==> config.mk <==
export PLATFORM = sky130hd
export DESIGN_NAME = unified_diff_line_classifier_flat
export DESIGN_NICKNAME = d
export VERILOG_FILES = /design/src/rtl/core/udlc_pkg.sv /design/src/rtl/core/udlc_byte_if.sv /design/src/rtl/core/udlc_line_if.sv /design/src/rtl/core/udlc_parser.sv /design/src/rtl/core/udlc_out_fifo.sv /design/src/rtl/core/unified_diff_line_classifier.sv /design/src/flat_wrapper.sv
export VERILOG_INCLUDE_DIRS = /design/src /design/src/rtl/core
export SDC_FILE = /design/constraint.sdc
export NUM_CORES = 1
export LEC_CHECK = 0
export BUFFER_PORTS_ARGS = -buffer_cell sky130_fd_sc_hd__buf_2
export CORE_ASPECT_RATIO = 0.6
export CORE_UTILIZATION = 50
export DETAILED_ROUTE_END_ITERATION = 7
export GPL_ROUTABILITY_DRIVEN = 0
export PLACE_DENSITY = 0.73
export SYNTH_ARGS = -nofsm -noshare
export SYNTH_HDL_FRONTEND = slang
export SYNTH_HIERARCHICAL = 1
export SYNTH_SLANG_ARGS = --single-unit
==> constraint.sdc <==
create_clock -name clk -period 9 [get_ports clk]
set_input_delay 2.7 -clock clk [delete_from_list [all_inputs] [get_ports clk]]
set_output_delay 2.7 -clock clk [all_outputs]
set_load 0.1 [all_outputs]
==> src/rtl/core/assert_macros.svh <==
// ---------------------------------------------------------------------------
// assertion macros
// concurrent checks that vanish in synthesis builds
// ---------------------------------------------------------------------------
`ifndef ASSERT_MACROS_SVH
`define ASSERT_MACROS_SVH

`ifndef SYNTHESIS

`define ASSERT_ALWAYS(lbl, clk, rst, expr, msg) \
  lbl: assert property (@(posedge clk) disable iff (rst) (expr)) else $error(msg);

`define ASSERT_IMPLIES(lbl, clk, rst, ante, cons, msg) \
  lbl: assert property (@(posedge clk) disable iff (rst) (ante) |-> (cons)) else $error(msg);

`define ASSERT_NEXT(lbl, clk, rst, ante, cons, msg) \
  lbl: assert property (@(posedge clk) disable iff (rst) (ante) |=> (cons)) else $error(msg);

`else

`define ASSERT_ALWAYS(lbl, clk, rst, expr, msg)

`define ASSERT_IMPLIES(lbl, clk, rst, ante, cons, msg)

`define ASSERT_NEXT(lbl, clk, rst, ante, cons, msg)

`endif

`endif

==> src/rtl/core/udlc_pkg.sv <==
// ---------------------------------------------------------------------------
// udlc_pkg
// shared types, line type codes, prefix table and character constants
// ---------------------------------------------------------------------------
package udlc_pkg;

  localparam logic [3:0] LT_DEFAULT   = 4'd0;
  localparam logic [3:0] LT_COMMAND   = 4'd1;
  localparam logic [3:0] LT_HEADER    = 4'd2;
  localparam logic [3:0] LT_COMMENT   = 4'd3;
  localparam logic [3:0] LT_POSITION  = 4'd4;
  localparam logic [3:0] LT_ADDED     = 4'd5;
  localparam logic [3:0] LT_DELETED   = 4'd6;
  localparam logic [3:0] LT_NONL_OLD  = 4'd7;
  localparam logic [3:0] LT_NONL_NEW  = 4'd8;
  localparam logic [3:0] LT_NONL_BOTH = 4'd9;

  localparam int NUM_PFX = 8;
  localparam logic [2:0] PX_DIFF = 3'd0;
  localparam logic [2:0] PX_OLDH = 3'd1;
  localparam logic [2:0] PX_NEWH = 3'd2;
  localparam logic [2:0] PX_HUNK = 3'd3;
  localparam logic [2:0] PX_ADD  = 3'd4;
  localparam logic [2:0] PX_DEL  = 3'd5;
  localparam logic [2:0] PX_CTX  = 3'd6;
  localparam logic [2:0] PX_BSL  = 3'd7;

  localparam logic [7:0] CH_NUL   = 8'h00;
  localparam logic [7:0] CH_LF    = 8'h0A;
  localparam logic [7:0] CH_CR    = 8'h0D;
  localparam logic [7:0] CH_SPACE = 8'h20;
  localparam logic [7:0] CH_PLUS  = 8'h2B;
  localparam logic [7:0] CH_COMMA = 8'h2C;
  localparam logic [7:0] CH_MINUS = 8'h2D;
  localparam logic [7:0] CH_ZERO  = 8'h30;
  localparam logic [7:0] CH_NINE  = 8'h39;
  localparam logic [7:0] CH_AT    = 8'h40;
  localparam logic [7:0] CH_BSL   = 8'h5C;

  // prefix characters, padded to eight columns
  localparam logic [7:0] PFX_TEXT [NUM_PFX][8] = '{
    '{8'h64, 8'h69, 8'h66, 8'h66, CH_SPACE, CH_NUL, CH_NUL, CH_NUL},
    '{CH_MINUS, CH_MINUS, CH_MINUS, CH_SPACE, CH_NUL, CH_NUL, CH_NUL, CH_NUL},
    '{CH_PLUS, CH_PLUS, CH_PLUS, CH_SPACE, CH_NUL, CH_NUL, CH_NUL, CH_NUL},
    '{CH_AT, CH_AT, CH_SPACE, CH_NUL, CH_NUL, CH_NUL, CH_NUL, CH_NUL},
    '{CH_PLUS, CH_NUL, CH_NUL, CH_NUL, CH_NUL, CH_NUL, CH_NUL, CH_NUL},
    '{CH_MINUS, CH_NUL, CH_NUL, CH_NUL, CH_NUL, CH_NUL, CH_NUL, CH_NUL},
    '{CH_SPACE, CH_NUL, CH_NUL, CH_NUL, CH_NUL, CH_NUL, CH_NUL, CH_NUL},
    '{CH_BSL, CH_SPACE, CH_NUL, CH_NUL, CH_NUL, CH_NUL, CH_NUL, CH_NUL}
  };

  localparam logic [3:0] PFX_LEN [NUM_PFX] = '{
    4'd5, 4'd4, 4'd4, 4'd3, 4'd1, 4'd1, 4'd1, 4'd2
  };

  localparam int FIFO_DEPTH = 4;
  localparam int FIFO_PTR_W = $clog2(FIFO_DEPTH);
  localparam int FIFO_LVL_W = $clog2(FIFO_DEPTH + 1);

  typedef struct packed {
    logic [3:0] line_type;
    logic       is_filler;
    logic       last_of_run;
  } result_t;

  typedef struct packed {
    logic [1:0] count;
    result_t    first;
    result_t    second;
  } push_t;

  typedef struct packed {
    logic [FIFO_LVL_W-1:0] level;
    logic                  room;
  } fifo_stat_t;

endpackage

==> src/rtl/core/udlc_byte_if.sv <==
// ---------------------------------------------------------------------------
// udlc_byte_if
// text byte channel, valid/ready handshake
// ---------------------------------------------------------------------------
interface udlc_byte_if;
  logic       valid;
  logic       ready;
  logic [7:0] text_byte;

  modport source (output valid, output text_byte, input ready);
  modport sink (input valid, input text_byte, output ready);
endinterface

==> src/rtl/core/udlc_line_if.sv <==
// ---------------------------------------------------------------------------
// udlc_line_if
// classified line channel, valid/ready handshake
// ---------------------------------------------------------------------------
interface udlc_line_if;
  logic       valid;
  logic       ready;
  logic [3:0] line_type;
  logic       is_filler;
  logic       last_of_run;

  modport source (output valid, output line_type, output is_filler, output last_of_run,
                  input ready);
  modport sink (input valid, input line_type, input is_filler, input last_of_run,
                output ready);
endinterface

==> src/rtl/core/udlc_parser.sv <==
// ---------------------------------------------------------------------------
// udlc_parser
// input register, line end detection, prefix matching, hunk header parse and
// line classification; emits up to two results per byte
// ---------------------------------------------------------------------------
module udlc_parser import udlc_pkg::*; #(
  parameter int COUNT_BITS = 32
) (
  input  logic       clk,
  input  logic       rst,
  input  logic       text_valid,
  output logic       text_ready,
  input  logic [7:0] text_byte,
  input  fifo_stat_t stat,
  output push_t      push
);

  typedef enum logic [2:0] {
    PS_DIFF, PS_OLDH, PS_NEWH, PS_HUNK, PS_BODY
  } ps_t;

  typedef enum logic [3:0] {
    HS_START, HS_OLD_FIRST1, HS_OLD_MORE1, HS_OLD_FIRST2, HS_OLD_MORE2,
    HS_PLUS, HS_NEW_FIRST1, HS_NEW_MORE1, HS_NEW_FIRST2, HS_NEW_MORE2,
    HS_AT1, HS_AT2, HS_DONE, HS_FAIL
  } hs_t;

  localparam logic [1:0] EOL_NONE = 2'd0;
  localparam logic [1:0] EOL_CR   = 2'd1;
  localparam logic [1:0] EOL_LF   = 2'd2;

  localparam int ACC_W = COUNT_BITS + 4;
  localparam logic [ACC_W-1:0] CMAX_W = {5'b0, {(COUNT_BITS-1){1'b1}}};
  localparam logic [COUNT_BITS-1:0] CMAX = {1'b0, {(COUNT_BITS-1){1'b1}}};
  localparam logic [COUNT_BITS-1:0] CMIN = {1'b1, {(COUNT_BITS-1){1'b0}}};
  localparam logic [COUNT_BITS-1:0] ONE  = {{(COUNT_BITS-1){1'b0}}, 1'b1};
  localparam logic [3:0] LEN_MAX = 4'd15;

  logic                   hold_valid;
  logic [7:0]             hold_byte;
  ps_t                    pstate;
  logic [1:0]             pending;
  logic [3:0]             line_len;
  logic [NUM_PFX-1:0]     flags;
  hs_t                    hstep;
  logic [COUNT_BITS-1:0]  hunk_old;
  logic [COUNT_BITS-1:0]  hunk_new;
  logic [COUNT_BITS-1:0]  old_rem;
  logic [COUNT_BITS-1:0]  new_rem;
  logic                   file_added;
  logic                   file_deleted;
  logic [3:0]             prev_type;

  logic                   fire;
  logic [7:0]             b;
  logic [1:0]             code;
  logic                   do_cls;
  logic                   two_eol;
  logic                   is_nul;
  logic [1:0]             eol_len;
  logic                   long_enough;
  logic [NUM_PFX-1:0]     has;
  logic                   body_hit;
  ps_t                    eff_state;
  logic [3:0]             cls_type;
  ps_t                    ps_c;
  logic [COUNT_BITS-1:0]  old_c;
  logic [COUNT_BITS-1:0]  new_c;
  logic                   fa_c;
  logic                   fd_c;
  logic [3:0]             nonl;
  logic                   old_zero;
  logic                   new_zero;
  logic                   old_pos;
  logic                   new_pos;
  logic [3:0]             base_len;
  logic [NUM_PFX-1:0]     base_flags;
  hs_t                    base_hs;
  logic [COUNT_BITS-1:0]  base_ho;
  logic [COUNT_BITS-1:0]  base_hn;
  logic [NUM_PFX-1:0]     flags_f;
  logic [3:0]             len_f;
  hs_t                    hs_f;
  logic [COUNT_BITS-1:0]  ho_f;
  logic [COUNT_BITS-1:0]  hn_f;
  logic                   dig;
  logic [3:0]             dval;
  logic                   new_side;
  logic [ACC_W-1:0]       acc_ext;
  logic [ACC_W-1:0]       acc_sum;
  logic [COUNT_BITS-1:0]  acc_val;
  logic [COUNT_BITS-1:0]  old_dec;
  logic [COUNT_BITS-1:0]  new_dec;

  assign fire       = hold_valid && stat.room;
  assign text_ready = !hold_valid || stat.room;

  assign b       = hold_byte;
  assign code    = (b == CH_CR) ? EOL_CR : ((b == CH_LF) ? EOL_LF : EOL_NONE);
  assign is_nul  = (b == CH_NUL);
  assign do_cls  = (pending != EOL_NONE);
  assign two_eol = do_cls && (code != EOL_NONE) && (code != pending);
  assign eol_len = two_eol ? 2'd2 : 2'd1;
  assign long_enough = ({1'b0, line_len} + {3'b0, eol_len}) >= 5'd10;

  // saturating count arithmetic
  assign old_dec  = (old_rem == CMIN) ? old_rem : old_rem - ONE;
  assign new_dec  = (new_rem == CMIN) ? new_rem : new_rem - ONE;
  assign old_zero = (old_rem == '0);
  assign new_zero = (new_rem == '0);
  assign old_pos  = !old_rem[COUNT_BITS-1] && !old_zero;
  assign new_pos  = !new_rem[COUNT_BITS-1] && !new_zero;

  always_comb begin
    for (int k = 0; k < NUM_PFX; k++) begin
      has[k] = flags[k] && (line_len >= PFX_LEN[k]);
    end
  end

  always_comb begin
    if (file_added) begin
      nonl = LT_NONL_NEW;
    end else if (file_deleted) begin
      nonl = LT_NONL_OLD;
    end else if (old_zero && new_pos) begin
      nonl = LT_NONL_OLD;
    end else if (new_zero && old_pos) begin
      nonl = LT_NONL_NEW;
    end else if (old_zero && new_zero && prev_type == LT_ADDED) begin
      nonl = LT_NONL_NEW;
    end else if (old_zero && new_zero && prev_type == LT_DELETED) begin
      nonl = LT_NONL_OLD;
    end else if (old_zero && new_zero && prev_type == LT_DEFAULT) begin
      nonl = LT_NONL_BOTH;
    end else begin
      nonl = LT_DEFAULT;
    end
  end

  // body lines that match nothing are looked at again from an earlier state
  assign body_hit = has[PX_ADD] || has[PX_DEL] || has[PX_CTX] || (long_enough && has[PX_BSL]);

  always_comb begin
    if (pstate == PS_BODY && !body_hit) begin
      eff_state = has[PX_HUNK] ? PS_HUNK : PS_DIFF;
    end else begin
      eff_state = pstate;
    end
  end

  always_comb begin
    cls_type = LT_DEFAULT;
    ps_c     = eff_state;
    old_c    = old_rem;
    new_c    = new_rem;
    fa_c     = file_added;
    fd_c     = file_deleted;
    unique case (eff_state)
      PS_DIFF: begin
        if (has[PX_DIFF]) begin
          cls_type = LT_COMMAND;
          ps_c     = PS_OLDH;
        end
      end
      PS_OLDH: begin
        if (has[PX_OLDH]) begin
          cls_type = LT_HEADER;
          ps_c     = PS_NEWH;
        end else begin
          cls_type = LT_COMMENT;
        end
      end
      PS_NEWH: begin
        if (has[PX_NEWH]) begin
          cls_type = LT_HEADER;
          ps_c     = PS_HUNK;
        end
      end
      PS_HUNK: begin
        if (has[PX_HUNK] && hstep == HS_DONE) begin
          cls_type = LT_POSITION;
          old_c    = hunk_old;
          new_c    = hunk_new;
          fa_c     = (hunk_old == '0);
          fd_c     = (hunk_new == '0);
          ps_c     = PS_BODY;
        end
      end
      PS_BODY: begin
        if (has[PX_ADD]) begin
          new_c    = new_dec;
          cls_type = LT_ADDED;
        end else if (has[PX_DEL]) begin
          old_c    = old_dec;
          cls_type = LT_DELETED;
        end else if (has[PX_CTX]) begin
          old_c    = old_dec;
          new_c    = new_dec;
          cls_type = LT_DEFAULT;
        end else begin
          cls_type = nonl;
        end
      end
      default: begin
        ps_c = PS_DIFF;
      end
    endcase
  end

  // line state the byte is fed into: cleared when a line was just closed
  assign base_len   = do_cls ? 4'd0 : line_len;
  assign base_flags = do_cls ? '1 : flags;
  assign base_hs    = do_cls ? HS_START : hstep;
  assign base_ho    = do_cls ? '0 : hunk_old;
  assign base_hn    = do_cls ? '0 : hunk_new;

  always_comb begin
    for (int k = 0; k < NUM_PFX; k++) begin
      flags_f[k] = base_flags[k];
      if (base_len < PFX_LEN[k] && b != PFX_TEXT[k][base_len[2:0]]) begin
        flags_f[k] = 1'b0;
      end
    end
  end

  assign len_f = (base_len < LEN_MAX) ? base_len + 4'd1 : base_len;

  assign dig      = (b >= CH_ZERO) && (b <= CH_NINE);
  assign dval     = dig ? 4'(b - CH_ZERO) : 4'd0;
  assign new_side = (base_hs == HS_NEW_FIRST1) || (base_hs == HS_NEW_MORE1) ||
                    (base_hs == HS_NEW_FIRST2) || (base_hs == HS_NEW_MORE2);
  assign acc_ext  = {4'b0, (new_side ? base_hn : base_ho)};
  assign acc_sum  = (acc_ext << 3) + (acc_ext << 1) + {{(ACC_W-4){1'b0}}, dval};
  assign acc_val  = (acc_sum > CMAX_W) ? CMAX : acc_sum[COUNT_BITS-1:0];

  always_comb begin
    hs_f = HS_FAIL;
    ho_f = base_ho;
    hn_f = base_hn;
    if (base_len >= 4'd3) begin
      unique case (base_hs)
        HS_START: begin
          if (b == CH_MINUS) hs_f = HS_OLD_FIRST1;
        end
        HS_OLD_FIRST1, HS_OLD_FIRST2: begin
          if (dig) begin
            ho_f = acc_val;
            hs_f = (base_hs == HS_OLD_FIRST1) ? HS_OLD_MORE1 : HS_OLD_MORE2;
          end
        end
        HS_OLD_MORE1, HS_OLD_MORE2: begin
          if (dig) begin
            ho_f = acc_val;
            hs_f = base_hs;
          end else if (b == CH_COMMA && base_hs == HS_OLD_MORE1) begin
            ho_f = '0;
            hs_f = HS_OLD_FIRST2;
          end else if (b == CH_SPACE) begin
            hs_f = HS_PLUS;
          end
        end
        HS_PLUS: begin
          if (b == CH_PLUS) hs_f = HS_NEW_FIRST1;
        end
        HS_NEW_FIRST1, HS_NEW_FIRST2: begin
          if (dig) begin
            hn_f = acc_val;
            hs_f = (base_hs == HS_NEW_FIRST1) ? HS_NEW_MORE1 : HS_NEW_MORE2;
          end
        end
        HS_NEW_MORE1, HS_NEW_MORE2: begin
          if (dig) begin
            hn_f = acc_val;
            hs_f = base_hs;
          end else if (b == CH_COMMA && base_hs == HS_NEW_MORE1) begin
            hn_f = '0;
            hs_f = HS_NEW_FIRST2;
          end else if (b == CH_SPACE) begin
            hs_f = HS_AT1;
          end
        end
        HS_AT1: begin
          if (b == CH_AT) hs_f = HS_AT2;
        end
        HS_AT2: begin
          if (b == CH_AT) hs_f = HS_DONE;
        end
        HS_DONE: begin
          hs_f = HS_DONE;
        end
        default: begin
          hs_f = HS_FAIL;
        end
      endcase
    end else begin
      hs_f = base_hs;
    end
  end

  // results of this byte: the closed line, then the filler at end of text
  always_comb begin
    push.count              = fire ? ({1'b0, do_cls} + {1'b0, is_nul}) : 2'd0;
    push.second.line_type   = LT_DEFAULT;
    push.second.is_filler   = 1'b1;
    push.second.last_of_run = 1'b1;
    if (do_cls) begin
      push.first.line_type   = cls_type;
      push.first.is_filler   = 1'b0;
      push.first.last_of_run = !is_nul;
    end else begin
      push.first.line_type   = LT_DEFAULT;
      push.first.is_filler   = 1'b1;
      push.first.last_of_run = 1'b1;
    end
  end

  always_ff @(posedge clk) begin
    if (rst) begin
      hold_valid   <= 1'b0;
      pstate       <= PS_DIFF;
      pending      <= EOL_NONE;
      line_len     <= 4'd0;
      flags        <= '1;
      hstep        <= HS_START;
      hunk_old     <= '0;
      hunk_new     <= '0;
      old_rem      <= '0;
      new_rem      <= '0;
      file_added   <= 1'b0;
      file_deleted <= 1'b0;
      prev_type    <= LT_DEFAULT;
    end else begin
      if (text_valid && text_ready) begin
        hold_valid <= 1'b1;
        hold_byte  <= text_byte;
      end else if (fire) begin
        hold_valid <= 1'b0;
      end
      if (fire) begin
        if (is_nul) begin
          pstate       <= PS_DIFF;
          pending      <= EOL_NONE;
          line_len     <= 4'd0;
          flags        <= '1;
          hstep        <= HS_START;
          hunk_old     <= '0;
          hunk_new     <= '0;
          old_rem      <= '0;
          new_rem      <= '0;
          file_added   <= 1'b0;
          file_deleted <= 1'b0;
          prev_type    <= LT_DEFAULT;
        end else begin
          if (do_cls) begin
            pstate       <= ps_c;
            old_rem      <= old_c;
            new_rem      <= new_c;
            file_added   <= fa_c;
            file_deleted <= fd_c;
            prev_type    <= cls_type;
          end
          pending <= two_eol ? EOL_NONE : code;
          if (code != EOL_NONE) begin
            line_len <= base_len;
            flags    <= base_flags;
            hstep    <= base_hs;
            hunk_old <= base_ho;
            hunk_new <= base_hn;
          end else begin
            line_len <= len_f;
            flags    <= flags_f;
            hstep    <= hs_f;
            hunk_old <= ho_f;
            hunk_new <= hn_f;
          end
        end
      end
    end
  end

endmodule

==> src/rtl/core/udlc_out_fifo.sv <==
// ---------------------------------------------------------------------------
// udlc_out_fifo
// four-word result queue, takes up to two words a cycle, gives one
// ---------------------------------------------------------------------------
module udlc_out_fifo import udlc_pkg::*; (
  input  logic       clk,
  input  logic       rst,
  input  push_t      push,
  output fifo_stat_t stat,
  output logic       out_valid,
  input  logic       out_ready,
  output result_t    out_word
);

  result_t               slots [FIFO_DEPTH];
  logic [FIFO_PTR_W-1:0] wr_ptr;
  logic [FIFO_PTR_W-1:0] rd_ptr;
  logic [FIFO_LVL_W-1:0] level;
  logic                  pop;

  assign out_valid  = (level != '0);
  assign out_word   = slots[rd_ptr];
  assign pop        = out_valid && out_ready;
  assign stat.level = level;
  assign stat.room  = (level <= FIFO_LVL_W'(FIFO_DEPTH - 2));

  always_ff @(posedge clk) begin
    if (push.count != 2'd0) begin
      slots[wr_ptr] <= push.first;
    end
    if (push.count == 2'd2) begin
      slots[wr_ptr + FIFO_PTR_W'(1)] <= push.second;
    end
  end

  always_ff @(posedge clk) begin
    if (rst) begin
      wr_ptr <= '0;
      rd_ptr <= '0;
      level  <= '0;
    end else begin
      wr_ptr <= wr_ptr + FIFO_PTR_W'(push.count);
      rd_ptr <= rd_ptr + FIFO_PTR_W'(pop);
      level  <= level + FIFO_LVL_W'(push.count) - FIFO_LVL_W'(pop);
    end
  end

endmodule

==> src/rtl/core/unified_diff_line_classifier.sv <==
// ---------------------------------------------------------------------------
// unified_diff_line_classifier
// classifies the lines of unified diff text arriving one byte a cycle
// ---------------------------------------------------------------------------
// text_in carries one text byte per word; a zero byte ends the document.
// line_out carries one word per finished line: line_type, is_filler and
// last_of_run, the latter set on the last word caused by one byte.
// a line's word is caused by the byte after its first line-end byte; at the
// zero byte the pending line, then one filler line, are given, and the
// parser returns to its reset state for the next document.
// throughput: one byte per cycle while the buffer has room, set by the
// single-pass parser stage; a byte that causes two words pushes both at once.
// a byte is registered in the input register at acceptance and parsed once
// the buffer has room; its words are written to the buffer, then offered on line_out.
// words queue in a four-word buffer; when the receiver stalls, bytes are
// still taken until the buffer holds three or more words and a byte waits
// in the input register, then text_in.ready drops.
// rst (synchronous) empties the buffer and clears all parser state.
// ---------------------------------------------------------------------------
`include "assert_macros.svh"

module unified_diff_line_classifier import udlc_pkg::*; #(
  parameter int COUNT_BITS = 32
) (
  input logic          clk,
  input logic          rst,
  udlc_byte_if.sink    text_in,
  udlc_line_if.source  line_out
);

  push_t      push;
  fifo_stat_t stat;
  result_t    out_word;

  udlc_parser #(
    .COUNT_BITS (COUNT_BITS)
  ) u_parser (
    .clk        (clk),
    .rst        (rst),
    .text_valid (text_in.valid),
    .text_ready (text_in.ready),
    .text_byte  (text_in.text_byte),
    .stat       (stat),
    .push       (push)
  );

  udlc_out_fifo u_fifo (
    .clk       (clk),
    .rst       (rst),
    .push      (push),
    .stat      (stat),
    .out_valid (line_out.valid),
    .out_ready (line_out.ready),
    .out_word  (out_word)
  );

  assign line_out.line_type   = out_word.line_type;
  assign line_out.is_filler   = out_word.is_filler;
  assign line_out.last_of_run = out_word.last_of_run;

  `ASSERT_ALWAYS(a_level_max, clk, rst, stat.level <= FIFO_LVL_W'(FIFO_DEPTH), "buffer overfill")
  `ASSERT_IMPLIES(a_push_room, clk, rst, push.count != 2'd0, stat.room, "push without room")
  `ASSERT_IMPLIES(a_pair_order, clk, rst, push.count == 2'd2, push.second.is_filler && !push.first.last_of_run, "bad word pair")
  `ASSERT_IMPLIES(a_filler_last, clk, rst, line_out.valid && line_out.is_filler, line_out.last_of_run, "filler not last")

endmodule

==> src/flat_wrapper.sv <==
// flat-port wrapper written by rule: the top's interface ports become plain ports
module unified_diff_line_classifier_flat import udlc_pkg::*;
#(
  parameter int COUNT_BITS = 32
)
  (clk, rst, text_in_valid, text_in_text_byte, text_in_ready, line_out_valid, line_out_line_type, line_out_is_filler, line_out_last_of_run, line_out_ready);
  udlc_byte_if text_in_i ();
  udlc_line_if line_out_i ();
  input logic clk;
  input logic rst;
  input wire logic [$bits(text_in_i.valid)-1:0] text_in_valid;
  input wire logic [$bits(text_in_i.text_byte)-1:0] text_in_text_byte;
  output wire logic [$bits(text_in_i.ready)-1:0] text_in_ready;
  output wire logic [$bits(line_out_i.valid)-1:0] line_out_valid;
  output wire logic [$bits(line_out_i.line_type)-1:0] line_out_line_type;
  output wire logic [$bits(line_out_i.is_filler)-1:0] line_out_is_filler;
  output wire logic [$bits(line_out_i.last_of_run)-1:0] line_out_last_of_run;
  input wire logic [$bits(line_out_i.ready)-1:0] line_out_ready;
  assign text_in_i.valid = text_in_valid;
  assign text_in_i.text_byte = text_in_text_byte;
  assign text_in_ready = text_in_i.ready;
  assign line_out_valid = line_out_i.valid;
  assign line_out_line_type = line_out_i.line_type;
  assign line_out_is_filler = line_out_i.is_filler;
  assign line_out_last_of_run = line_out_i.last_of_run;
  assign line_out_i.ready = line_out_ready;
  unified_diff_line_classifier #(.COUNT_BITS(COUNT_BITS)) u_core (.clk(clk), .rst(rst), .text_in(text_in_i), .line_out(line_out_i));
endmodule
Word level (Yosys, flattened, before mapping)
Memories as Yosys holds them, arrays and structs flattened. A register that Yosys moved wholly into a read port is not among the register bits.
Index checks and enable logic that the tools add are counted.
W data, S select, Z words.
{"block": "totals", "memories": 9, "ram_bits": 24, "input_bits": 12, "ff_bits": 171, "output_inout_bits": 8, "rom_bits": 512}
{"name": "(name not given)", "words": 8, "width": 8, "read_ports": 1, "rd_clocked_by_memory_dff": 0, "wr": 0, "line": "udlc_parser.sv:220", "rtl": "if (base_len < PFX_LEN[k] && b != PFX_TEXT[k][base_len[2:0]]) begin"}
{"name": "(name not given)", "words": 8, "width": 8, "read_ports": 1, "rd_clocked_by_memory_dff": 0, "wr": 0, "line": "udlc_parser.sv:220"}
{"name": "(name not given)", "words": 8, "width": 8, "read_ports": 1, "rd_clocked_by_memory_dff": 0, "wr": 0, "line": "udlc_parser.sv:220"}
{"name": "(name not given)", "words": 8, "width": 8, "read_ports": 1, "rd_clocked_by_memory_dff": 0, "wr": 0, "line": "udlc_parser.sv:220"}
{"name": "(name not given)", "words": 8, "width": 8, "read_ports": 1, "rd_clocked_by_memory_dff": 0, "wr": 0, "line": "udlc_parser.sv:220"}
{"name": "(name not given)", "words": 8, "width": 8, "read_ports": 1, "rd_clocked_by_memory_dff": 0, "wr": 0, "line": "udlc_parser.sv:220"}
{"name": "+3 memories"}
{"block": "op_classes", "n_mux": 133, "magnitude_cmp": 18, "bitwise": 2, "n_addsub": 13, "reduce_logical": 75, "eq_ne": 44}
{"cell": "$mux W32", "n": 30}
{"cell": "$pmux W32 S2", "n": 4}
{"cell": "$mux W8", "n": 19}
{"cell": "$logic_not A32 Y1", "n": 4}
{"cell": "$mux W4", "n": 30}
{"cell": "$eq A32 B32 Y1 const B", "n": 2}
{"cell": "$ne A8 B8 Y1", "n": 8}
{"cell": "$sub A32 B1 Y32 const B", "n": 2}
{"cell": "$add A35 B33 Y36", "n": 1}
{"cell": "$add A36 B4 Y36", "n": 1}
{"cell": "$gt A36 B31 Y1 const B", "n": 1}
{"cell": "$mux W3", "n": 12}
{"cell": "$pmux W4 S9", "n": 1}
{"cell": "$logic_and A1 B1 Y1", "n": 35}
{"cell": "$eq A8 B6 Y1 const B", "n": 4}
{"cell": "$mux W1", "n": 25}
{"cell": "$eq A4 B3 Y1 const B", "n": 6}
{"cell": "$eq A4 B4 Y1 const B", "n": 6}
{"cell": "$pmux W4 S5", "n": 1}
{"cell": "$mux W2", "n": 9}
{"cell": "$eq A8 B4 Y1 const B", "n": 2}
{"cell": "$pmux W3 S5", "n": 1}
{"cell": "$reduce_bool A2 Y1", "n": 7}
{"cell": "$ge A4 B2 Y1 const B", "n": 3}
{"cell": "other kinds (43)", "n": 71}

Logic depth before layout (Yosys ltp)
Gate-level depths: netlist of run 1.
{"block": "logic_depth", "depth_word": 18, "depth_mapped": 21}

Hierarchy
Netlist of run 1, hierarchy kept.
{"module": "udlc_parser", "cells_per_inst": 1774, "area_each_um2": 12585.8, "instances": 1}
{"module": "udlc_out_fifo", "cells_per_inst": 107, "area_each_um2": 1632.8, "instances": 1}

Worst setup path after synthesis of run 1
Ideal clock, no wire load.
{"block": "synth_path", "path_kind": "reg2reg", "startpoint": "reg u_core.u_parser.hstep[1]", "endpoint": "reg u_core.u_parser.hunk_new[7]", "setup_slack_ns": 3.968, "period_less_slack_ns": 5.032, "n_path_buf": 4, "path_stages_with_launch": 21, "required_ns": 8.883, "arrival_time_ns": 4.915, "path_cell_list": "dfxtp_1 clkbuf_1 clkbuf_1 and3_1 nor2_1 clkbuf_1 clkbuf_1 nand2_1 a21oi_1 ha_1 ha_1 fa_1 a211oi_1 o21ai_0 o2111ai_1 a21oi_1 a31oi_1 mux2i_1 o211ai_1 or3_1 a32o_1"}
{"block": "synth_via", "elab_chain_cells": 15, "word_cells_on_any_way": 23, "cone_classes": "add/sub (2); order compare (1); eq/ne (4); mux (10); reduce/logical (6)"}
{"element": "from (decl)", "line": "udlc_parser.sv:45", "rtl": "hs_t hstep;"}
{"element": "from (signal assigned)", "line": "udlc_parser.sv:366", "rtl": "hstep <= base_hs;"}
{"element": "from (signal assigned)", "line": "udlc_parser.sv:372", "rtl": "hstep <= hs_f;"}
{"element": "$mux W4 (*)", "line": "udlc_parser.sv:213", "rtl": "assign base_hs = do_cls ? HS_START : hstep;"}
{"element": "$eq A4 B3 Y1 (on tied branches)", "line": "udlc_parser.sv:230, udlc_parser.sv:241, udlc_parser.sv:275"}
{"element": "$logic_or A1 B1 Y1 (2 in series)", "line": "udlc_parser.sv:230", "rtl": "assign new_side = (base_hs == HS_NEW_FIRST1) || (base_hs == HS_NEW_MORE1) ||"}
{"element": "$logic_or A1 B1 Y1", "line": "udlc_parser.sv:231", "rtl": "(base_hs == HS_NEW_FIRST2) || (base_hs == HS_NEW_MORE2);"}
{"element": "$mux W32", "line": "udlc_parser.sv:232", "rtl": "assign acc_ext = {4'b0, (new_side ? base_hn : base_ho)};"}
{"element": "$add A35 B33 Y36", "line": "udlc_parser.sv:233", "rtl": "assign acc_sum = (acc_ext << 3) + (acc_ext << 1) + {{(ACC_W-4){1'b0}}, dval};"}
{"element": "$add A36 B4 Y36", "line": "udlc_parser.sv:233"}
{"element": "$gt A36 B31 Y1", "line": "udlc_parser.sv:234", "rtl": "assign acc_val = (acc_sum > CMAX_W) ? CMAX : acc_sum[COUNT_BITS-1:0];"}
{"element": "$mux W32", "line": "udlc_parser.sv:234"}
{"element": "$mux W32 (on tied branches)", "line": "udlc_parser.sv:272, udlc_parser.sv:266"}
{"element": "$pmux W32 S2 (*)", "line": "udlc_parser.sv:241", "rtl": "unique case (base_hs)"}
{"element": "$mux W32 (*)", "line": "udlc_parser.sv:240", "rtl": "if (base_len >= 4'd3) begin"}
{"element": "$mux W32 (*)", "line": "udlc_parser.sv:363", "rtl": "if (code != EOL_NONE) begin"}
{"element": "$mux W32 (*)", "line": "udlc_parser.sv:340", "rtl": "if (is_nul) begin"}
{"element": "to (signal assigned)", "line": "udlc_parser.sv:368", "rtl": "hunk_new <= base_hn;"}
{"element": "to (signal assigned)", "line": "udlc_parser.sv:374", "rtl": "hunk_new <= hn_f;"}
{"element": "to (decl)", "line": "udlc_parser.sv:47", "rtl": "logic [COUNT_BITS-1:0] hunk_new;"}
Mark *: on every way between the ends. The rest lies on a longest branch, timed or not.
A chain may end at the register's enable or synchronous reset.

Worst setup path after layout of run 1
{"block": "layout_path", "startpoint": "reg u_core.u_parser.hstep[2]", "endpoint": "reg u_core.u_parser.hunk_old[23]"}
{"block": "layout_via", "elab_chain_cells": 15, "word_cells_on_any_way": 27, "cone_classes": "add/sub (2); order compare (1); eq/ne (8); mux (10); reduce/logical (6)"}
{"element": "$mux W4 (*)", "line": "udlc_parser.sv:213"}
{"element": "$eq A4 B3 Y1", "line": "udlc_parser.sv:230"}
{"element": "$logic_or A1 B1 Y1 (2 in series)", "line": "udlc_parser.sv:230"}
{"element": "$logic_or A1 B1 Y1", "line": "udlc_parser.sv:231"}
{"element": "$mux W32", "line": "udlc_parser.sv:232"}
{"element": "$add A35 B33 Y36", "line": "udlc_parser.sv:233"}
{"element": "$add A36 B4 Y36", "line": "udlc_parser.sv:233"}
{"element": "$gt A36 B31 Y1", "line": "udlc_parser.sv:234"}
{"element": "$mux W32", "line": "udlc_parser.sv:234"}
{"element": "$mux W32 (on tied branches)", "line": "udlc_parser.sv:252, udlc_parser.sv:246"}
{"element": "$pmux W32 S2 (*)", "line": "udlc_parser.sv:241"}
{"element": "$mux W32 (*)", "line": "udlc_parser.sv:240"}
{"element": "$mux W32 (*)", "line": "udlc_parser.sv:363"}
{"element": "$mux W32 (*)", "line": "udlc_parser.sv:340"}
{"element": "to (signal assigned)", "line": "udlc_parser.sv:367", "rtl": "hunk_old <= base_ho;"}
{"element": "to (signal assigned)", "line": "udlc_parser.sv:373", "rtl": "hunk_old <= ho_f;"}
{"element": "to (decl)", "line": "udlc_parser.sv:46", "rtl": "logic [COUNT_BITS-1:0] hunk_old;"}
Marked as above.

==> metrics, run 1 <==
DRC=4; Clock Power Share=38.9%; final period utilization=77.9%; setup TNS=0 ns; Int Pwr=1.36 mW; post-synthesis cell count=1,881; Leak=5.73 nW; initial antenna violation count=2; Root Buffer=clkbuf_16; Mapped Area=14,200 um^2; sequential fraction of the synthesis area=29.7%; hold_buf cts=0; post-DP HPWL=33,900 um; Avg Inst Size Synth=7.56 um^2; Post-CTS Setup Bufs=0; drt first-iter violations=2,407; top-area cell type share of the netlist area=22.9%; Final Hold Violating Endpoints=0; Final min period=7.01 ns; post-route ant nets=0; critical path startpoint category=flop; CTS max path bufs=2; grt ovf=0; Hold WS=0.477 ns; unrepaired setup endpoints after global routing=false; crit-path max FO=32; max-slew violations=0; Die Height=133 um; WL final=47,200 um; power per cell area=128 nW/um^2; via count=14,900; peak supply drop=165 uV; commonest non-fill, non-tap cell in the layout=nand2_1; layout net count=1,908; Comb pwr share=12.8%; Die Span X=220 um; Max-cap violations=0; vias in the first global route=12,800; I/O pin cnt=20; Critical Path RT=9.32 ns; hold crit path type=reg2reg; Finished Cell Area=15,000 um^2; routed len/inst=21.5 um; worst skew pair latency=0.46 ns; largest net degree at the start of global routing=75; placed instance area=14,500 um^2; Slew @ Worst Pin=1.37 ns; number of gates resized after cts=0; Power, Total=1.93 mW; CTS clock-pin slew for the worst setup and hold paths=0.07 ns; violated checks=design-rule violations; Syn-to-layout area delta=5.55%; PortBufs=19; Max Clock Freq=143 MHz; Area contributors post-synth=dfxtp_1 (23%), a21oi_1 (7.5%), ha_1 (6.9%); Starting Density=51.2%; Yosys top cell by area=dfxtp_1; CTS tree=yes; number of synthesized flops with an enable pin=32; clk_skew=0.0172 ns; YS warnings=6; vias per cell=6.77; post-synth cell types=81; htree depth=4; total core area=27,800 um^2; # diodes=0; Top FF cell, synth=dfxtp_1; Psw=566 uW; CP Capture Type=flop; Synth async-reset ratio=0%; Rows=47; die area=29,100 um^2; critical path class=reg2reg; synthesized flop and latch total=195; sequential power share=48.3%; global-route wire length before repair=73,000 um; status=complete, but fails checks; Core Util, Final=54.1%; Global Route Usage Sum=32.1%; Clock Sinks=195; most frequent cells in the layout=nand2_1 (233), a21oi_1 (210), nor2_1 (196), dfxtp_1 (163), o21ai_0 (150); drt pass-1 iters=8; share of cells above drive strength 1=7.22%; setup violators final=0; relative slew slack=7.91%; TritonCTS Buffers=17; CP arrival=7.33 ns; Switching Fraction=29.3%
-- worst max-delay path: stages (launching register included) --
cell and delay [ns]:
dfxtp_1 0.83, nand3b_1 0.29, nand2_1 0.68, mux2i_1 0.15, nand2b_1 0.22, fa_1 0.56
inv_1 0.07, ha_1 0.31, a211oi_1 0.36, o211ai_1 0.19, a211oi_1 0.42, o21ai_0 0.38
a21oi_1 0.37, nor3_1 0.11, o211ai_1 0.90, buf_4 0.48, nor2_1 0.09, o41ai_1 0.45
-- power groups by stage --
stage	clock network [mW]	logic, mW	registers, mW
final	0.749	0.247	0.932
after global routing	0.783	0.263	0.936
after CTS	0.748	0.242	0.932
after detailed placement	0	0.241	0.952
after global placement	0	0.237	0.950
after floorplan	0	0.211	0.932
-- layer usage --
layer,routed length (um),share of wire [%],GRT usage [%]
met3,6880,15,9.40
met1,21000,44,49.4
met5,0,0,0
met2,18100,38,41.5
met4,1290,2.7,10.4
-- sequential cells by signal, summed over array words and instances, names as in the netlist, 4 cells and up --
name / flops
u_core/u_fifo/slots: 24
u_core/u_parser/b: 8
u_core/u_parser/flags: 8
u_core/u_parser/hstep: 4
u_core/u_parser/hunk_new: 32
u_core/u_parser/hunk_old: 32
u_core/u_parser/line_len: 4
u_core/u_parser/new_rem: 32
u_core/u_parser/old_rem: 32
u_core/u_parser/prev_type: 4
-- path summary, 6_finish.rpt --
kind                                                                  end  slack, ns                               startpoint  cells after the start
worst min register to register    u_core/u_parser/old_rem[5]$_SDFFE_PP0P_       0.48  u_core/u_parser/old_rem[5]$_SDFFE_PP0P_                      2
worst max-delay path            u_core/u_parser/hunk_old[23]$_SDFFE_PP0P_       1.99    u_core/u_parser/hstep[2]$_SDFFE_PP0P_                     17
worst min-delay path              u_core/u_parser/old_rem[5]$_SDFFE_PP0P_       0.48  u_core/u_parser/old_rem[5]$_SDFFE_PP0P_                      2
worst max register to register  u_core/u_parser/hunk_old[23]$_SDFFE_PP0P_       1.99    u_core/u_parser/hstep[2]$_SDFFE_PP0P_                     17
-- Yosys cell counts, types with 8 or more instances --
cell / instances
a22oi_1: 9
o311ai_0: 8
o2111ai_1: 18
o31ai_1: 17
a21o_1: 17
or3_1: 22
o21ai_0: 150
a221oi_1: 12
o22ai_1: 12
nand4_1: 18
a31oi_1: 24
buf_2: 8
clkbuf_1: 105
a21oi_1: 212
nor2b_1: 12
inv_1: 37
nand2b_1: 17
edfxtp_1: 32
nand2_1: 233
a211oi_1: 60
or4_1: 12
mux2_2: 26
nand3_1: 44
nor4_1: 36
o211ai_1: 18
dfxtp_1: 163
and3_1: 11
o221ai_1: 8
nor3_1: 57
ha_1: 78
o21a_1: 11
nor2_1: 199
or2_2: 9
and2_1: 9
xor2_1: 23
xnor2_1: 27
-- layout make-up --
cell class                 instances  area (um^2)
fill                            2590        12700
inverter                          39          146
clock inverter                    12          105
multi-input combinational       1524         9390
clock buffer                      20          447
timing repair buffer              37          233
sequential                       195         4220
tap                              367          459
-- cell families after synthesis --
logic type / after synthesis / synth area share [%]
and+or+nand+nor: 712 / 23.7
AOI/OAI and AO/OA: 633 / 27.6
DFF: 195 / 29.7
buffers and inverters: 166 / 4.62
adders and majority gates: 82 / 7.43
xor gates and xnor gates: 52 / 3.41
muxes: 39 / 3.50
other: 2 / 0.0528
-- stage by stage --
stage / instances / setup WS [ns]
finish: 2194 / 1.99
global route: 2194 / 1.70
CTS: 2194 / 2.38
detailed placement: 2162 / 2.45
floorplan: 1885 / 3.97
global placement: 2162 / 2.64
Note: power is estimated with default switching activity, not from simulation.
==> inputs of run 2 (changes only) <==
--- a/config.mk
+++ b/config.mk
@@ -11,7 +11,7 @@
 export CORE_UTILIZATION = 50
 export DETAILED_ROUTE_END_ITERATION = 7
 export GPL_ROUTABILITY_DRIVEN = 0
-export PLACE_DENSITY = 0.73
+export PLACE_DENSITY = 0.75
 export SYNTH_ARGS = -nofsm -noshare
 export SYNTH_HDL_FRONTEND = slang
 export SYNTH_HIERARCHICAL = 1
==> constraint.sdc (replaced) <==
create_clock -name clk -period 5.6 [get_ports clk]
set_input_delay 1.68 -clock clk [delete_from_list [all_inputs] [get_ports clk]]
set_output_delay 1.68 -clock clk [all_outputs]
set_load 0.1 [all_outputs]
==> run 2 against run 1 <==
  * The flow still finishes with violations (design-rule violations)
  * Cell count rose by 2.0%
  * First-iteration DRC count increased by 11%
  * Clock skew shrank 0.0015 ns
  * Via count up 2.7%
  * Largest cell class unchanged
  * Clock power is 78% higher
  * Setup slack worse by 1.8 ns
  * Register-to-register slack got worse by 1.8 ns
  * Critical endpoint is now u_core/u_parser/hunk_old[12]$_SDFFE_PP0P_
  * Global-route usage grew 0.93 points
  * Non-clock buffer count increased by 43
  * Sequential power up 60%
==> metrics, run 2 (synthesis results as in run 1) <==
Max Clock Freq=184 MHz (+29%); Starting Density=51.2% (unchanged); hold depth=2 (unchanged); Rows=47 (unchanged); Crit. Startpoint=u_core/u_parser/hstep[2]$_SDFFE_PP0P_; Core Util, Final=55.6% (+1.5 points); share of cells above drive strength 1=9.68% (+2.5 points); Syn-to-layout area delta=8.53%; power per cell area=210 nW/um^2 (+63%); global-route wire length before repair=75,700 um (+3.7%); CTS clock-pin slew for the worst setup and hold paths=0.08 ns (about the same); initial antenna violation count=0 (-2); grt ovf=0 (unchanged); Global Route Usage Sum=33.0% (+0.93 points); Critical Path RT=5.94 ns (-3.38 ns); CP Capture Type=flop; PortBufs=19 (unchanged); largest net degree at the start of global routing=73 (-2.7%); DRC=14 (+10); R2R cell count=19 (+2); max-slew violations=0 (unchanged); worst skew pair latency=0.47 ns (about the same); most frequent cells in the layout=nand2_1 (232), a21oi_1 (210), nor2_1 (196), dfxtp_1 (163), o21ai_0 (149); Root Buffer=clkbuf_16; Final min period=5.43 ns (-1.58 ns); Leak=5.99 nW (+4.4%); critical path startpoint category=flop; TritonCTS Buffers=17 (unchanged); r2r endpoint=u_core/u_parser/hunk_old[12]$_SDFFE_PP0P_; CP arrival=5.77 ns (-1.56 ns); final period utilization=97.0% (+19 points); hold_buf cts=0 (unchanged); htree depth=4 (unchanged); Final Hold Violating Endpoints=0 (unchanged); # diodes=0 (unchanged); post-DP HPWL=34,800 um (+2.7%); hold crit path type=reg2reg; Post-Place Cells=2,202 (+1.9%); CTS max path bufs=2 (unchanged); Die Span X=220 um (unchanged); Slew @ Worst Pin=1.28 ns (-0.0931 ns); via count=15,300 (+2.7%); vias in the first global route=13,300 (+3.7%); R2R Setup Slk=0.17 ns (-1.82 ns); peak supply drop=122 uV (-26%); I/O pin cnt=20 (unchanged); layout net count=1,951 (+2.3%); reg2reg start=u_core/u_parser/hstep[2]$_SDFFE_PP0P_; WL final=48,600 um (+2.9%); unrepaired setup endpoints after global routing=false; Max-cap violations=0 (unchanged); drt first-iter violations=2,663 (+11%); vias per cell=6.82 (+0.71%); CTS tree=yes; critical path class=reg2reg; clk_skew=0.0156 ns (-0.00152 ns); violated checks=design-rule violations; drt pass-1 iters=8 (unchanged); total core area=27,800 um^2 (unchanged); critical path endpoint=u_core/u_parser/hunk_old[12]$_SDFFE_PP0P_; post-route ant nets=0 (unchanged); setup TNS=0 ns (unchanged); Die Height=133 um (unchanged); Clock Sinks=195 (unchanged); Finished Layout Cells=2,237 (+2.0%); routed len/inst=21.7 um (+0.93%); status=complete, but fails checks; setup violators final=0 (unchanged); relative slew slack=14.4% (+6.4 points); die area=29,100 um^2 (unchanged); commonest non-fill, non-tap cell in the layout=nand2_1; crit-path max FO=19 (-41%)
-- run 2: cell count changes in the layout (fill, tap and decap cells not counted), moves of 2 or more --
cell | previous run | this run
inv_8 | 0 | 2
a221oi_2 | 0 | 2
clkbuf_1 | 2 | 0
buf_4 | 19 | 61
clkinvlp_4 | 3 | 0
inv_6 | 2 | 8
a221oi_1 | 12 | 10
clkinv_2 | 4 | 0
-- run 2: final cells by class --
class                   instances  area [um^2]
flip-flops and latches        195         4220
inverters                      39          146
well taps                     367          459
repair buffers                 80          568
fillers                      2517        12300
clock buffers                  17          425
clock inverters                15          186
multi-input cells            1524         9420
-- run 2: worst min-delay path by stage --
stage	from	endpoint	slack, ns
after floorplan	u_core/u_parser/new_rem[22]$_SDFFE_PP0P_	u_core/u_parser/new_rem[22]$_SDFFE_PP0P_	0.44
after global placement	u_core/u_parser/old_rem[5]$_SDFFE_PP0P_	u_core/u_parser/old_rem[5]$_SDFFE_PP0P_	0.45
after detailed placement	u_core/u_parser/old_rem[5]$_SDFFE_PP0P_	u_core/u_parser/old_rem[5]$_SDFFE_PP0P_	0.46
after CTS	u_core/u_parser/old_rem[5]$_SDFFE_PP0P_	u_core/u_parser/old_rem[5]$_SDFFE_PP0P_	0.48
after global routing	u_core/u_parser/old_rem[3]$_SDFFE_PP0P_	u_core/u_parser/old_rem[3]$_SDFFE_PP0P_	0.50
final	u_core/u_parser/old_rem[12]$_SDFFE_PP0P_	u_core/u_parser/old_rem[12]$_SDFFE_PP0P_	0.48
-- run 2: power breakdown --
| part | leakage [nW] | internal [mW] | total, mW | switching (mW) |
|---|---|---|---|---|
| Combinational | 4.09 | 0.126 | 0.419 | 0.292 |
| Clock | 0.301 | 0.682 | 1.33 | 0.647 |
| Sequential | 1.60 | 1.45 | 1.49 | 0.0456 |
| Total | 5.99 | 2.25 | 3.24 | 0.985 |
-- run 2: worst max-delay path: stages, from the launching register on --
cell	delay (ns)
dfxtp_1	0.43
or3b_1	0.47
nand2_2	0.25
mux2i_1	0.14
nor2_1	0.18
inv_1	0.08
fa_1	0.48
inv_1	0.07
ha_1	0.31
a211oi_1	0.33
o211ai_1	0.19
a211oi_1	0.40
o21ai_0	0.27
buf_4	0.21
and4_1	0.20
a2111oi_1	0.39
nand3_1	0.17
buf_4	0.24
o311ai_0	0.39
nand2_1	0.11
-- run 2: per-layer routing --
layer / wire, um / vias to the layer above / track usage, %
li1: - / 6921 / -
met1: 20900 / 7048 / 50.9
met4: 1310 / 0 / 9.08
met3: 7340 / 128 / 8.53
met5: 0 / - / 0
met2: 19000 / 1157 / 44.3
-- run 2: stage by stage --
stage / worst slack, ns / hold slack [ns] / area (um^2) / total power [mW]
floorplan: 0.568 / 0.435 / 14200 / 1.84
global placement: 0.219 / 0.451 / 14800 / 1.92
detailed placement: 0.140 / 0.463 / 14800 / 1.93
CTS: 0.0277 / 0.480 / 15400 / 3.22
global route: 0.0326 / 0.500 / 15400 / 3.32
finish: 0.169 / 0.480 / 15400 / 3.24
-- run 2: what timing repair did --
item / CTS / global route
buffers inserted: 0 / 3
resized for setup: 0 / 7
endpoints found under the hold margin: 0 / 0
endpoints found under the setup margin: 0 / 60
